File: src/hw/rtl/ftf_pkg.sv
// Shared types and constants for the five-tuple packet filter rule table.
// Used by ftf_cell and five_tuple_packet_filter_rule_table; no dependencies.
package ftf_pkg;

  // Operation codes carried by an input word.
  localparam logic [1:0] OP_CLASSIFY = 2'd0;
  localparam logic [1:0] OP_ADD      = 2'd1;
  localparam logic [1:0] OP_REMOVE   = 2'd2;

  // Status codes of a result word.
  localparam logic [1:0] STATUS_DONE      = 2'd0;
  localparam logic [1:0] STATUS_FULL      = 2'd1;
  localparam logic [1:0] STATUS_NOT_FOUND = 2'd2;

  // IP protocol numbers that classification looks at.
  localparam logic [7:0] PROTO_TCP = 8'd6;
  localparam logic [7:0] PROTO_UDP = 8'd17;

  // One rule, or the rule fields of a request.
  typedef struct packed {
    logic [7:0]  protocol;
    logic [31:0] src_addr;
    logic [31:0] src_mask;
    logic [15:0] src_port;
    logic [31:0] dst_addr;
    logic [31:0] dst_mask;
    logic [15:0] dst_port;
  } ftf_rule_t;

  // Request body that walks down the chain of rule cells.
  typedef struct packed {
    logic [1:0] op;
    logic       dir;
    ftf_rule_t  rule;
    logic       done;     // an earlier cell (or the entry stage) settled the request
    logic       verdict;  // drop, for classify
  } ftf_body_t;

  // A chain stage: valid flag plus body.
  typedef struct packed {
    logic      valid;
    ftf_body_t body;
  } ftf_word_t;

endpackage

File: src/hw/rtl/ftf_cell.sv
// One rule cell of the filter chain: holds the outbound and the inbound rule of one slot.
// Depends on ftf_pkg for the rule and chain word types.
module ftf_cell (
  input  logic              clk_i,
  input  logic              rst_ni,
  input  ftf_pkg::ftf_word_t word_i,
  output ftf_pkg::ftf_word_t word_o
);

  // Rule storage, one entry per direction.
  logic [1:0]         rule_valid_q, rule_valid_d;
  ftf_pkg::ftf_rule_t rule_q [2];

  logic               valid_q;
  ftf_pkg::ftf_body_t body_q, body_d;

  logic               active;
  logic               dir;
  logic               cls_hit, add_hit, rem_hit;

  // An address field matches when it is zero or agrees under its own mask.
  function automatic logic addr_hit(logic [31:0] rule_addr, logic [31:0] mask,
                                    logic [31:0] pkt_addr);
    return (rule_addr == 32'd0) || (((rule_addr ^ pkt_addr) & mask) == 32'd0);
  endfunction

  // A stored rule matches a packet when every nonzero field agrees.
  function automatic logic rule_match(ftf_pkg::ftf_rule_t r, ftf_pkg::ftf_rule_t p);
    return ((r.protocol == 8'd0) || (r.protocol == p.protocol)) &&
           addr_hit(r.src_addr, r.src_mask, p.src_addr) &&
           ((r.src_port == 16'd0) || (r.src_port == p.src_port)) &&
           addr_hit(r.dst_addr, r.dst_mask, p.dst_addr) &&
           ((r.dst_port == 16'd0) || (r.dst_port == p.dst_port));
  endfunction

  // Decide what this cell does with the passing word.
  always_comb begin
    dir     = word_i.body.dir;
    active  = word_i.valid && !word_i.body.done;
    cls_hit = active && (word_i.body.op == ftf_pkg::OP_CLASSIFY) && rule_valid_q[dir] &&
              rule_match(rule_q[dir], word_i.body.rule);
    add_hit = active && (word_i.body.op == ftf_pkg::OP_ADD) && !rule_valid_q[dir];
    rem_hit = active && (word_i.body.op == ftf_pkg::OP_REMOVE) && rule_valid_q[dir] &&
              (rule_q[dir] == word_i.body.rule);

    body_d = word_i.body;
    if (cls_hit || add_hit || rem_hit) begin
      body_d.done = 1'b1;
    end
    if (cls_hit) begin
      body_d.verdict = 1'b1;
    end

    rule_valid_d = rule_valid_q;
    if (add_hit) begin
      rule_valid_d[dir] = 1'b1;
    end
    if (rem_hit) begin
      rule_valid_d[dir] = 1'b0;
    end
  end

  // Valid marks and the stage valid flag are control state.
  always_ff @(posedge clk_i or negedge rst_ni) begin
    if (!rst_ni) begin
      rule_valid_q <= 2'b00;
      valid_q      <= 1'b0;
    end else begin
      rule_valid_q <= rule_valid_d;
      valid_q      <= word_i.valid;
    end
  end

  // Rule fields and the forwarded body need no reset.
  always_ff @(posedge clk_i) begin
    body_q <= body_d;
    if (add_hit) begin
      rule_q[dir] <= word_i.body.rule;
    end
  end

  assign word_o.valid = valid_q;
  assign word_o.body  = body_q;

  // A settled request stays settled further down the chain.
  assert property (@(posedge clk_i) disable iff (!rst_ni)
    (word_i.valid && word_i.body.done) |=> word_o.body.done)
    else $error("settled request lost its done flag");

  // Only one kind of action can fire in a cell per cycle.
  assert property (@(posedge clk_i) disable iff (!rst_ni)
    $onehot0({cls_hit, add_hit, rem_hit}))
    else $error("more than one cell action at once");

  // An add marks the slot valid, a remove clears it.
  assert property (@(posedge clk_i) disable iff (!rst_ni)
    add_hit |=> rule_valid_q[$past(dir)])
    else $error("added rule not marked valid");

  assert property (@(posedge clk_i) disable iff (!rst_ni)
    rem_hit |=> !rule_valid_q[$past(dir)])
    else $error("removed rule still marked valid");

endmodule

File: config.mk
export PLATFORM = sky130hd
export DESIGN_NAME = ftf_cell
export DESIGN_NICKNAME = d
export VERILOG_FILES = /design/src/hw/rtl/ftf_pkg.sv /design/src/hw/rtl/ftf_cell.sv
export SDC_FILE = /design/constraint.sdc
export NUM_CORES = 1
export LEC_CHECK = 0
export BUFFER_PORTS_ARGS = -buffer_cell sky130_fd_sc_hd__buf_2
export CAP_MARGIN = 20
export CELL_PAD_IN_SITES_DETAIL_PLACEMENT = 1
export CELL_PAD_IN_SITES_GLOBAL_PLACEMENT = 1
export CORE_AREA = 2 2 166 250
export DETAILED_ROUTE_END_ITERATION = 8
export DIE_AREA = 0 0 168 252
export GPL_TIMING_DRIVEN = 0
export HOLD_SLACK_MARGIN = 0.1
export MAX_ROUTING_LAYER = met4
export PLACE_DENSITY = 0.95
export SETUP_SLACK_MARGIN = 0.15
export SLEW_MARGIN = 5
export SYNTH_ARGS = -nofsm -noshare
export SYNTH_HDL_FRONTEND = slang
export SYNTH_SLANG_ARGS = --single-unit
File: constraint.sdc
create_clock -name clk_i -period 24.4 [get_ports clk_i]
set_input_delay 0 -clock clk_i [delete_from_list [all_inputs] [get_ports clk_i]]
set_output_delay 0 -clock clk_i [all_outputs]
set_load 0.02 [all_outputs]
### Yosys cells after proc, flatten, opt, wreduce, memory -nomap -nowiden

Memories as Yosys holds them, arrays and structs flattened.
Cells that the tools add are included.
Widths: inputs -> output; s select.

| operators by class | value |
|---|---|
| equal/unequal tests | 6 |
| shift operators | 0 |
| add/subtract/negate cells | 0 |
| reductions and logical operators | 31 |
| $mul | 0 |
| mux-type cells | 8 |
| bitwise operators | 7 |
| divide/modulo/power cells | 0 |
| $lt $le $gt $ge | 2 |

Operators by type and width:

| cell | number |
|---|---|
| $eq 168x168->1 | 1 |
| $logic_not 32->1 | 4 |
| $and 32x32->32 | 2 |
| $xor 32x32->32 | 2 |
| $eq 16x16->1 | 2 |
| $logic_not 16->1 | 2 |
| $logic_and 1x1->1 | 14 |
| $eq 8x8->1 | 1 |
| $logic_not 8->1 | 1 |
| $logic_or 1x1->1 | 7 |
| $mux 1 | 5 |
| $mux 2 | 2 |
| $and 2x2->2 | 1 |
| $eq 2x1->1 const B | 1 |
| $eq 2x2->1 const B | 1 |
| $logic_not 1->1 | 2 |
| $logic_not 2->1 | 1 |
| $lt 1x2->1 const B | 1 |
| $not 2->2 | 1 |
| $or 2x2->2 | 1 |
| $demux 1 s1 | 1 |
| $ge 1x1->1 const B | 1 |

| storage, ports and cells | value |
|---|---|
| memory bits (read-only) | 0 |
| output and inout bits | 174 |
| RAM bits | 336 |
| memories | 1 |
| latch bits | 0 |
| register bits | 176 |

Memory list:

| name | depth | bits a word | read ports | clocked after Yosys merged registers in | wr ports | RTL line | text |
|---|---|---|---|---|---|---|---|
| rule_q | 2 | 168 | 1 | 0 | 1 | ftf_cell.sv:12 | `ftf_pkg::ftf_rule_t rule_q [2];` |

### Logic depth before layout (Yosys ltp)

Gate-level depths: netlist of the first run.
An unclocked memory read counts as a cell.

| depth | value |
|---|---|
| depth in word-level cells | 12 |
| mapped depth | 12 |

### Least setup slack after synthesis of the first run

Ideal clock, no wire load.

| timing path | value |
|---|---|
| path type | input to register |
| start | input port word_i[170] (netlist bit) |
| end | memory rule_q[0][0] (netlist bit), enable pin |
| library setup time | 902 ps |
| data arrival time | 12,045 ps |
| setup slack | 11,452 ps |
| buffers on the path | 4 |
| required time | 23,498 ps |
| cell stages on the path | 5 |
| cells stage by stage | buf_6 -> buf_4 -> buf_4 -> buf_2 -> nor3_1 |

| between the ends | value |
|---|---|
| longest elaborated chain between the ends | 6 |

RTL lines:

| item | RTL line | text |
|---|---|---|
| from (decl) | ftf_cell.sv:6 | `input ftf_pkg::ftf_word_t word_i,` |
| $mux 1 (not written as such) (2 in a row) | ftf_cell.sv:42 | `add_hit = active && (word_i.body.op == ftf_pkg::OP_ADD) && !rule_valid_q[dir];` |
| $logic_not 1->1 | ftf_cell.sv:42 |  |
| $logic_and 1x1->1 | ftf_cell.sv:42 |  |
| $mux 1 | ftf_cell.sv:77 | `if (add_hit) begin` |
| $mux 1 (not written as such) | ftf_cell.sv:78 | `rule_q[dir] <= word_i.body.rule;` |
| to (decl) | ftf_cell.sv:12 |  |

Several ways; a longest one is shown, not always the timed one. The select of a mux whose other input is x is not followed.

==> results of run 1 <==
[routing by layer]
layer | routed length, um | vias to the layer above | track usage
li1 | - | 6277 | -
met5 | 0 | - | -
met3 | 6950 | 465 | 0.0872
met4 | 9050 | 0 | 0.354
met2 | 43800 | 1234 | 0.720
met1 | 26600 | 7879 | 0.408
[synth_stat cells (5+ instances only)]
cell type,number
o21ai_0,15
buf_6,9
nand3b_1,21
or4_1,5
edfxtp_1,336
o2111ai_1,5
inv_1,13
mux2i_1,169
nor3_1,8
xor2_1,92
a31oi_1,6
a22oi_1,18
o2bb2ai_1,5
a221oi_1,11
nor4_1,89
dfxtp_1,173
buf_2,7
nor2_1,13
a222oi_1,8
nand2_1,40
buf_4,9
nand3_1,17
o32ai_1,6
xnor2_1,144
o22ai_1,7
nand4_1,24
a21oi_1,11
a22o_1,7
[through the flow]
stage	cell area (sq um)	total power, mW	setup slack [ns]	utilization
2_1_floorplan	19900	1.04	11.45	-
5_1_grt	26000	1.97	20.31	0.650
3_3_place_gp	22300	1.13	4.19	0.558
3_5_place_dp	22600	1.13	20.30	0.567
6_report	26000	1.94	20.00	0.650
4_1_cts	26000	1.90	20.36	0.650
[layout make-up]
cell class | instances | area, sq um | area share
Antenna cell | 4 | 10.0 | 0.000385
Buffer | 27 | 211 | 0.00813
Clock buffer | 69 | 1430 | 0.0549
Clock inverter | 18 | 144 | 0.00553
Inverter | 13 | 48.8 | 0.00188
Multi-Input combinational cell | 758 | 6050 | 0.233
Sequential cell | 512 | 13600 | 0.524
Tap cell | 506 | 633 | 0.0244
Timing Repair Buffer | 560 | 3850 | 0.148
[logic make-up (layout without fill, tap and decap cells)]
logic type / after synthesis / count (layout) / synth area share
muxes: 169 / 169 / 0.0849
other: 0 / 4 / 0
and+or+nand+nor: 229 / 229 / 0.0666
buffers and inverters: 40 / 687 / 0.0131
DFF: 512 / 512 / 0.684
AOI/OAI and AO/OA: 124 / 124 / 0.0475
xor gates and xnor gates: 236 / 236 / 0.104
[repair_timing]
action                                 CTS  global route
buffers inserted                         0             0
endpoints found under the hold margin  518             0
setup endpoints to repair                0             0
hold buffers                           176             0
[worst paths after layout]
| kind | start | end | cells past startpoint |
|---|---|---|---|
| worst max register to register | rule_q[0][69]$_DFFE_PP_ | flop | 8 |
| max in group asynchronous | rst_ni | valid_q$_DFF_PN0_ | 3 |
| worst min register to register | flop | flop | 2 |
| worst max-delay path | word_i[170] | flop | 14 |
| min in group asynchronous | rst_ni | asynchronous set/reset pin | 3 |
| worst min-delay path | word_i[49] | word_o[49]$_DFF_P_ | 2 |
[sequential cells by signal (all words and copies together) (netlist names), named ones only]
name,cells
rule_q,336
word_o,173
valid_q,1
[where the power goes]
part           total [mW]  switching [mW]  internal [mW]
Clock               0.787           0.364          0.423
Sequential          0.952          0.0101          0.942
Combinational       0.197           0.123         0.0739
Total                1.94           0.498           1.44
==> impl_results.md, run 1 <==
* Outcome: finished clean
* Distinct cells, synth at 50
* DIE WIDTH at 168 um
* Area Overhead vs Synth at 30.5%
* RSZ-0062 raised after global routing: no
* Layout fillers at 3,695
* Commonest non-fill, non-tap cell in the layout: buf_2
* CTS Sinks at 512
* Synthesis-stage register bit count at 512
* Max Transition Viols Final at 0
* Setup CP Type: in2reg
* Hold Violations, Final at 0
* Initial Util at 0.498
* Share of flip-flops with an asynchronous set or reset at 0.00586
* Critical path capture point type: flop
* Critical path's most frequent cell: buf_6
* Synth area leader: edfxtp_1
* P_leak at 9.98 nW
* Crit path max-delay family: simple AND/OR/NAND/NOR gates
* Share of cells above drive strength 1 at 0.250
* IO Count at 350
* Site Rows at 90
* Chip height at 252 um
* CTS tree: done
* Vias in the first global route at 17,100
* Via count at 15,900
* Final Cycle Share at 0.180
* Pre-antenna DRT Iters at 8
* CP max stage cell: nor4_1
* Clock Latency Late Sink at 0.58 ns
* Synth Instances at 1,310
* Peak supply drop at 0.0711 mV
* Post-CTS Resized at 0
* Worst Tran Pin Value at 1.27 ns
* Final cell count without fillers at 2,467
* Mapped cell area at 19,900 sq um
* Routability cong. at 1.04
* Peak Freq at 227 MHz
* CTS Buf Count at 47
* Drt via density at 6.43
* Nets at 2,095
* # Max-Cap Violations at 0
* Hold WS at 0.118 ns
* Final setup TNS at 0 ns
* Number of remaining DRC errors at 0
* Antenna Violating Nets Remaining at 0
* Yosys Warn Count at 0
* Antenna violations before repair at 4
* H-tree depth at 2
* Worst slew margin at 0.146
* Commonest cells after routing, fill and taps aside: buf_2 (356), edfxtp_1 (336), dlygate4sd3_1 (176)
* IO buf count at 349
* Power Density at 74.5 nW/um^2
* Post-Syn Nets at 1,486
* Remaining Overflow, GRT at 0
* Reg clk slew, reported paths at 0.07 ns
* First-pass GRT wire length at 122 mm
* Core outline area at 40,000 sq um
* Hpwl dp at 56.1 mm
* CP Max Fanout at 10
* Gr usage total at 0.421
* Initial DRC count at 1,588
* Shortest period the worst path allows at 4.40 ns
* Share of Yosys cell area claimed by the top area cell type at 0.507
* Detailed Route WL at 86.4 mm
* HP Class: in2reg
* Top_reg_cell synth: edfxtp_1
* Synth area leaders: edfxtp_1 (51%), dfxtp_1 (17%), mux2i_1 (8.5%), xnor2_1 (6.3%), xor2_1 (4.0%)
* CP arrival at 4.79 ns
* CP max stage delay at 1.02 ns
* Root buffer cell: clkbuf_16
* Critical path launch point type: input port
* Final Skew at 0.0217 ns
* Syn Area/Cell at 15.2 sq um
* Crit-path cells: dlygate4sd3_1, buf_2, buf_6, buf_6, buf_6, buf_2, mux2i_1, xnor2_1, nor4_1, nand3_1, nor4_1, nand4_1, inv_1, a21oi_1
* Register-to-register setup slack at 20.65 ns
* EDFF count, synth at 336
* Largest net degree at the start of global routing at 18
* Routed len/inst at 35.0 um
* CP required at 24.79 ns
* Worst path bufs/invs at 7
* Die area at 42,300 sq um
* Sequential area share after synthesis at 0.684
* Post-Place Cells at 2,200
* Setup violators final at 0
* Max clock buf depth at 3
Power figures use the tool's default switching activity.
==> run 2, diff against run 1 <==
- CORE_AREA: 2 2 166 250 -> 2 2 181 272
- DIE_AREA: 0 0 168 252 -> 0 0 183 274
- PLACE_DENSITY: 0.95 -> 0.87
- clock period: 24.4 -> 3.7 ns (I/O delays scaled with it)
==> impl_results.md, run 2 (synthesis gave the netlist of run 1 again) <==
* Outcome: finished clean
* CTS tree: done
* CP max stage cell: nor4_1
* Critical path launch point type: input port
* Power Density at 486 nW/um^2 (+550%)
* Area after DPL at 22,900 sq um (+1.3%)
* Critical path capture point type: flop
* Reg clk slew, reported paths at 0.08 ns (about the same)
* Comb power frac at 0.100 (-0.002)
* P_leak at 10.1 nW (+0.84%)
* CTS Sinks at 512 (unchanged)
* Critical path's most frequent cell: buf_6
* Clock Latency Late Sink at 0.58 ns (about the same)
* CP max stage delay at 0.60 ns (-0.42 ns)
* # Max-Cap Violations at 0 (unchanged)
* Worst r2r src: rule_q[1][37]$_DFFE_PP_
* Gr usage total at 0.324 (-0.0969)
* Post-CTS Resized at 0 (unchanged)
* IO buf count at 349 (unchanged)
* Final Cycle Share at 0.879
* Net Sw Frac at 0.248 (-0.00856)
* Antenna cells at 0 (-4)
* CP required at 4.15 ns (-20.64 ns)
* Design Power at 12.8 mW (+560%)
* Antenna violations before repair at 0 (-4)
* IO Count at 350 (unchanged)
* Final cell count without fillers at 2,554 (+3.5%)
* Post-Place Cells at 2,288 (+4.0%)
* Site Rows at 99 (+10%)
* Via count at 14,800 (-6.6%)
* Hold Violations, Final at 0 (unchanged)
* Nets at 2,086 (-0.43%)
* Dpl ws at -0.105 ns (-20.40 ns)
* Initial Util at 0.414 (-0.0838)
* Commonest cells after routing, fill and taps aside: buf_2 (355), edfxtp_1 (336), dlygate4sd3_1 (178)
* First-pass GRT wire length at 113 mm (-7.9%)
* CTS Buf Count at 48 (+2.1%)
* Antenna Violating Nets Remaining at 0 (unchanged)
* Max clock buf depth at 3 (unchanged)
* DIE WIDTH at 183 um (+8.9%)
* Peak supply drop at 0.460 mV (+550%)
* Number of remaining DRC errors at 0 (unchanged)
* Root buffer cell: clkbuf_16
* Clock Power Share at 0.412 (+0.005)
* Seq pwr share at 0.489 (-0.003)
* HP Class: in2reg
* Drt via density at 5.80 (-9.8%)
* Setup violators final at 0 (unchanged)
* Int Power at 9.64 mW (+570%)
* Share of cells above drive strength 1 at 0.249 (-0.000897)
* Routed len/inst at 31.3 um (-11%)
* Shortest period the worst path allows at 3.25 ns
* Final WS setup at 0.449 ns (-19.55 ns)
* Vias in the first global route at 16,300 (-4.6%)
* Biggest register: rule_q
* Hold Startpoint: word_i[97]
* Largest net degree at the start of global routing at 19 (+1)
* Number of flip-flops in the largest register at 336 (unchanged)
* Hpwl dp at 55.0 mm (-2.0%)
* Worst slew margin at 0.410 (+0.264)
* Worst Tran Pin Value at 0.883 ns (-0.387 ns)
* Max Transition Viols Final at 0 (unchanged)
* Chip height at 274 um (+8.7%)
* Area Overhead vs Synth at 32.4%
* Initial DRC count at 1,068 (-33%)
* Net Switching at 3.19 mW (+540%)
* Core outline area at 48,100 sq um (+20%)
* Setup CP Type: in2reg
* Routability cong. at 0.978 (-6.2%)
* Final Skew at 0.0276 ns (+0.00591 ns)
* Commonest non-fill, non-tap cell in the layout: buf_2
* Detailed Route WL at 79.9 mm (-7.5%)
* CP arrival at 3.70 ns (-1.09 ns)
* Peak Freq at 308 MHz
* Remaining Overflow, GRT at 0 (unchanged)
* H-tree depth at 2 (unchanged)
* Pre-antenna DRT Iters at 5 (-3)
* Setup bufs post-CTS at 0 (unchanged)
* Crit-path cells: buf_2, buf_8, buf_6, buf_6, buf_6, mux2i_1, o2bb2ai_1, nor4_1, nand4_1, nor4_1, nand4_1, inv_1, a21oi_1
* Design area at 26,400 sq um (+1.5%)
* CP Max Fanout at 10 (unchanged)
* Die area at 50,100 sq um (+18%)
* RSZ-0062 raised after global routing: no
* Final Util at 0.549 (-0.101)
* Critical Path Start: word_i[170]
## run 2: changes by cell type in the layout (fill, tap and decap cells not counted), sizes merged
cell	before	now
buf	409	397
clkbuf	71	63
clkinv	7	13
diode	4	0
dlygate4sd3	176	178
inv	23	25
bufinv	1	2
## run 2: final timing paths
check	depth (start not counted)	slack, ns	endpoint
setup / recovery	13	0.45	flop
hold / removal	2	0.11	word_o[97]$_DFF_P_
setup reg to reg	8	0.50	flop
hold reg to reg	2	0.69	flop
max in group asynchronous	3	3.19	valid_q$_DFF_PN0_
min in group asynchronous	3	0.33	asynchronous set/reset pin
## run 2: final cells by class
cell class | count | area (sq um)
buffer | 27 | 256
clock buffer | 61 | 1440
clock inverter | 27 | 218
fill | 4675 | 21700
inverter | 13 | 48.8
multi-input combinational | 758 | 6050
sequential | 512 | 13600
tap | 606 | 758
timing repair buffer | 550 | 3970
## run 2: metrics by stage
step | setup TNS (ns) | hold WS (ns)
after global placement | -1303.65 | -0.192
final | 0 | 0.113
after CTS | 0 | 0.102
after detailed placement | -0.258 | -0.193
after floorplan | -415.92 | -0.296
after global routing | 0 | 0.127
## run 2: layer usage
| layer | wire, um | global-route usage |
|---|---|---|
| met5 | 0 | - |
| met4 | 6090 | 0.213 |
| met3 | 4810 | 0.0412 |
| met2 | 43000 | 0.593 |
| met1 | 26000 | 0.321 |
## run 2: critical path: cells and delay by family
kind / cells / cell delay, ns
AND/OR/NAND/NOR: 4 / 1.77
buffers and inverters: 6 / 1.15
multiplexers: 1 / 0.43
AO/OA/AOI/OAI: 2 / 0.34
## run 2: what timing repair did
item / in CTS / in global routing
hold endpoints to repair: 515 / 0
setup endpoints to repair: 0 / 0
hold buffers: 178 / 0
## run 2: power by group through the flow
stage | registers, mW | logic [mW] | clock network [mW]
after global routing | 6.28 | 1.32 | 5.52
after detailed placement | 6.39 | 1.08 | 0
after CTS | 6.26 | 1.24 | 5.26
after floorplan | 6.51 | 0.372 | 0
final | 6.27 | 1.28 | 5.28
after global placement | 6.38 | 1.05 | 0
==> run 3, diff against run 2 <==
- CORE_AREA: 2 2 181 272 -> 2 2 214 321
- DIE_AREA: 0 0 183 274 -> 0 0 216 323
- PLACE_DENSITY: 0.87 -> 0.68
==> impl_results.md, run 3 (synthesis gave the netlist of run 1 again) <==
* CTS tree: done
* Worst Tran Pin Value at 0.858 ns (-0.0250 ns)
* DR top layer: met4
* WL met1 at 29.4 mm (+13%)
* Antenna violations before repair at 2 (+2)
* CP required at 4.18 ns (+0.03 ns)
* Design area at 27,600 sq um (+4.5%)
* P_leak at 10.4 nW (+3.5%)
* Pre-antenna DRT Iters at 5 (unchanged)
* Remaining Overflow, GRT at 0 (unchanged)
* Core outline area at 67,300 sq um (+40%)
* Site Rows at 117 (+18%)
* Critical path launch point type: input port
* CP max stage delay at 0.64 ns (+0.04 ns)
* Final Cycle Share at 0.935 (+0.0560)
* Reg clk slew, reported paths at 0.06 ns (-0.02 ns)
* Number of remaining DRC errors at 0 (unchanged)
* Via count at 14,600 (-1.0%)
* Initial DRC count at 990 (-7.3%)
* Max Transition Viols Final at 0 (unchanged)
* Share of cells above drive strength 1 at 0.245 (-0.00431)
* Routed len/inst at 27.4 um (-12%)
* Die area at 69,800 sq um (+39%)
* Antenna Violating Nets Remaining at 0 (unchanged)
* Peak Freq at 289 MHz (-6.0%)
* Vias in the first global route at 16,200 (-0.97%)
* Dpl ws at -0.408 ns (-0.303 ns)
* Max clock buf depth at 3 (unchanged)
* Shortest period the worst path allows at 3.46 ns (+0.207 ns)
* CP max stage cell: nor4_1
* Number of flip-flops in the largest register at 336 (unchanged)
* DIE WIDTH at 216 um (+18%)
* H-tree depth at 2 (unchanged)
* Crit path max-delay family: simple AND/OR/NAND/NOR gates
* Wire length on met2 at 41.9 mm (-2.8%)
* CTS Sinks at 512 (unchanged)
* Largest net degree at the start of global routing at 19 (unchanged)
* First-pass GRT wire length at 114 mm (+0.68%)
* Crit-path cells: buf_2, buf_8, buf_6, buf_6, buf_2, mux2i_1, xnor2_1, nor4_1, nand3_1, nor4_1, nand4_1, inv_1, a21oi_1
* Initial Util at 0.296 (-0.119)
* Clock Latency Late Sink at 0.61 ns (+0.03 ns)
* Setup violators final at 0 (unchanged)
* RSZ-0062 raised after global routing: no
* Gr usage total at 0.233 (-0.0909)
* Detailed Route WL at 80.0 mm (about the same)
* Commonest cells after routing, fill and taps aside: buf_2 (355), edfxtp_1 (336), dlygate4sd3_1 (245)
* HP Class: in2reg
* Nets at 2,157 (+3.4%)
* Setup CP Type: in2reg
* CTS Buf Count at 52 (+8.3%)
* Final WS setup at 0.242 ns (-0.207 ns)
* Commonest non-fill, non-tap cell in the layout: buf_2
* Metal3 WL at 3.50 mm (-27%)
* # Max-Cap Violations at 0 (unchanged)
* Drt via density at 5.02 (-13%)
* Hpwl dp at 57.7 mm (+5.0%)
* Root buffer cell: clkbuf_16
* Final Skew at 0.0193 ns (-0.00831 ns)
* Post-CTS Resized at 0 (unchanged)
* IO buf count at 349 (unchanged)
* Critical path capture point type: flop
* Peak supply drop at 0.385 mV (-16%)
* Biggest register: rule_q
* IO Count at 350 (unchanged)
* Chip height at 323 um (+18%)
* Area after DPL at 23,300 sq um (+1.6%)
* Area Overhead vs Synth at 38.4%
* Worst path bufs/invs at 6 (unchanged)
* Power Density at 477 nW/um^2 (-2.0%)
* Hold Violations, Final at 0 (unchanged)
* CP arrival at 3.93 ns (+0.23 ns)
* Routability cong. at 0.952 (-2.6%)
* Worst slew margin at 0.426 (+0.0167)
* CP Max Fanout at 10 (unchanged)
* Outcome: finished clean
## run 3: changes by cell type in the layout (fill, tap and decap cells not counted), sizes merged
cell / previous run / this run
inv: 25 / 27
diode: 0 / 1
dlygate4sd3: 178 / 245
clkbuf: 63 / 72
bufinv: 2 / 0
clkinv: 13 / 11
clkinvlp: 0 / 1
## run 3: routing by layer
| layer | GRT usage | up-vias |
|---|---|---|
| li1 | - | 6402 |
| met1 | 0.247 | 7443 |
| met2 | 0.419 | 605 |
| met3 | 0.0316 | 197 |
| met4 | 0.131 | 0 |
| met5 | - | - |
## run 3: worst register-to-register path: stages, from the launching register on
cell      delay, ns
edfxtp_1       0.43
mux2i_1        0.20
xnor2_1        0.16
nor4_1         0.69
nand3_1        0.30
nor4_1         0.64
nand4_1        0.44
inv_1          0.20
a21oi_1        0.08
## run 3: power breakdown
group          internal, mW  switching (mW)  leakage (nW)
sequential             6.21          0.0531          4.51
clock                  3.12            2.43         0.911
combinational         0.542           0.781          4.99
## run 3: final timing paths
kind | start | to | slack (ns) | cells after the start
worst max-delay path | word_i[170] | flop | 0.24 | 13
worst min-delay path | word_i[163] | word_o[163]$_DFF_P_ | 0.12 | 2
worst max register to register | rule_q[1][116]$_DFFE_PP_ | flop | 0.43 | 8
worst min register to register | flop | flop | 0.63 | 2
max in group asynchronous | rst_ni | asynchronous set/reset pin | 3.18 | 3
min in group asynchronous | rst_ni | valid_q$_DFF_PN0_ | 0.33 | 3
## run 3: cell type report
| cell class | count | area, sq um |
|---|---|---|
| clock inverter | 26 | 193 |
| multi-input combinational | 758 | 6050 |
| buffer | 27 | 256 |
| inverter | 13 | 48.8 |
| sequential | 512 | 13600 |
| timing repair buffer | 617 | 4640 |
| clock buffer | 70 | 1620 |
| antenna | 1 | 2.50 |
| fill | 7018 | 39800 |
| tap | 892 | 1120 |
## run 3: repair_timing
item	CTS	global route
endpoints found under the hold margin	520	0
buffers inserted	0	0
hold buffers	245	0
## run 3: stage by stage
stage	util	power (mW)	hold WS (ns)	cells	TNS (ns)
6_report	0.409	13.1	0.118	2916	0
5_1_grt	0.409	13.5	0.116	2916	0
4_1_cts	0.409	13.2	0.100	2915	0
3_5_place_dp	0.346	7.49	-0.186	2574	-1.05
3_3_place_gp	0.339	7.47	-0.194	2551	-1389.29
2_1_floorplan	-	6.89	-0.296	1310	-415.92
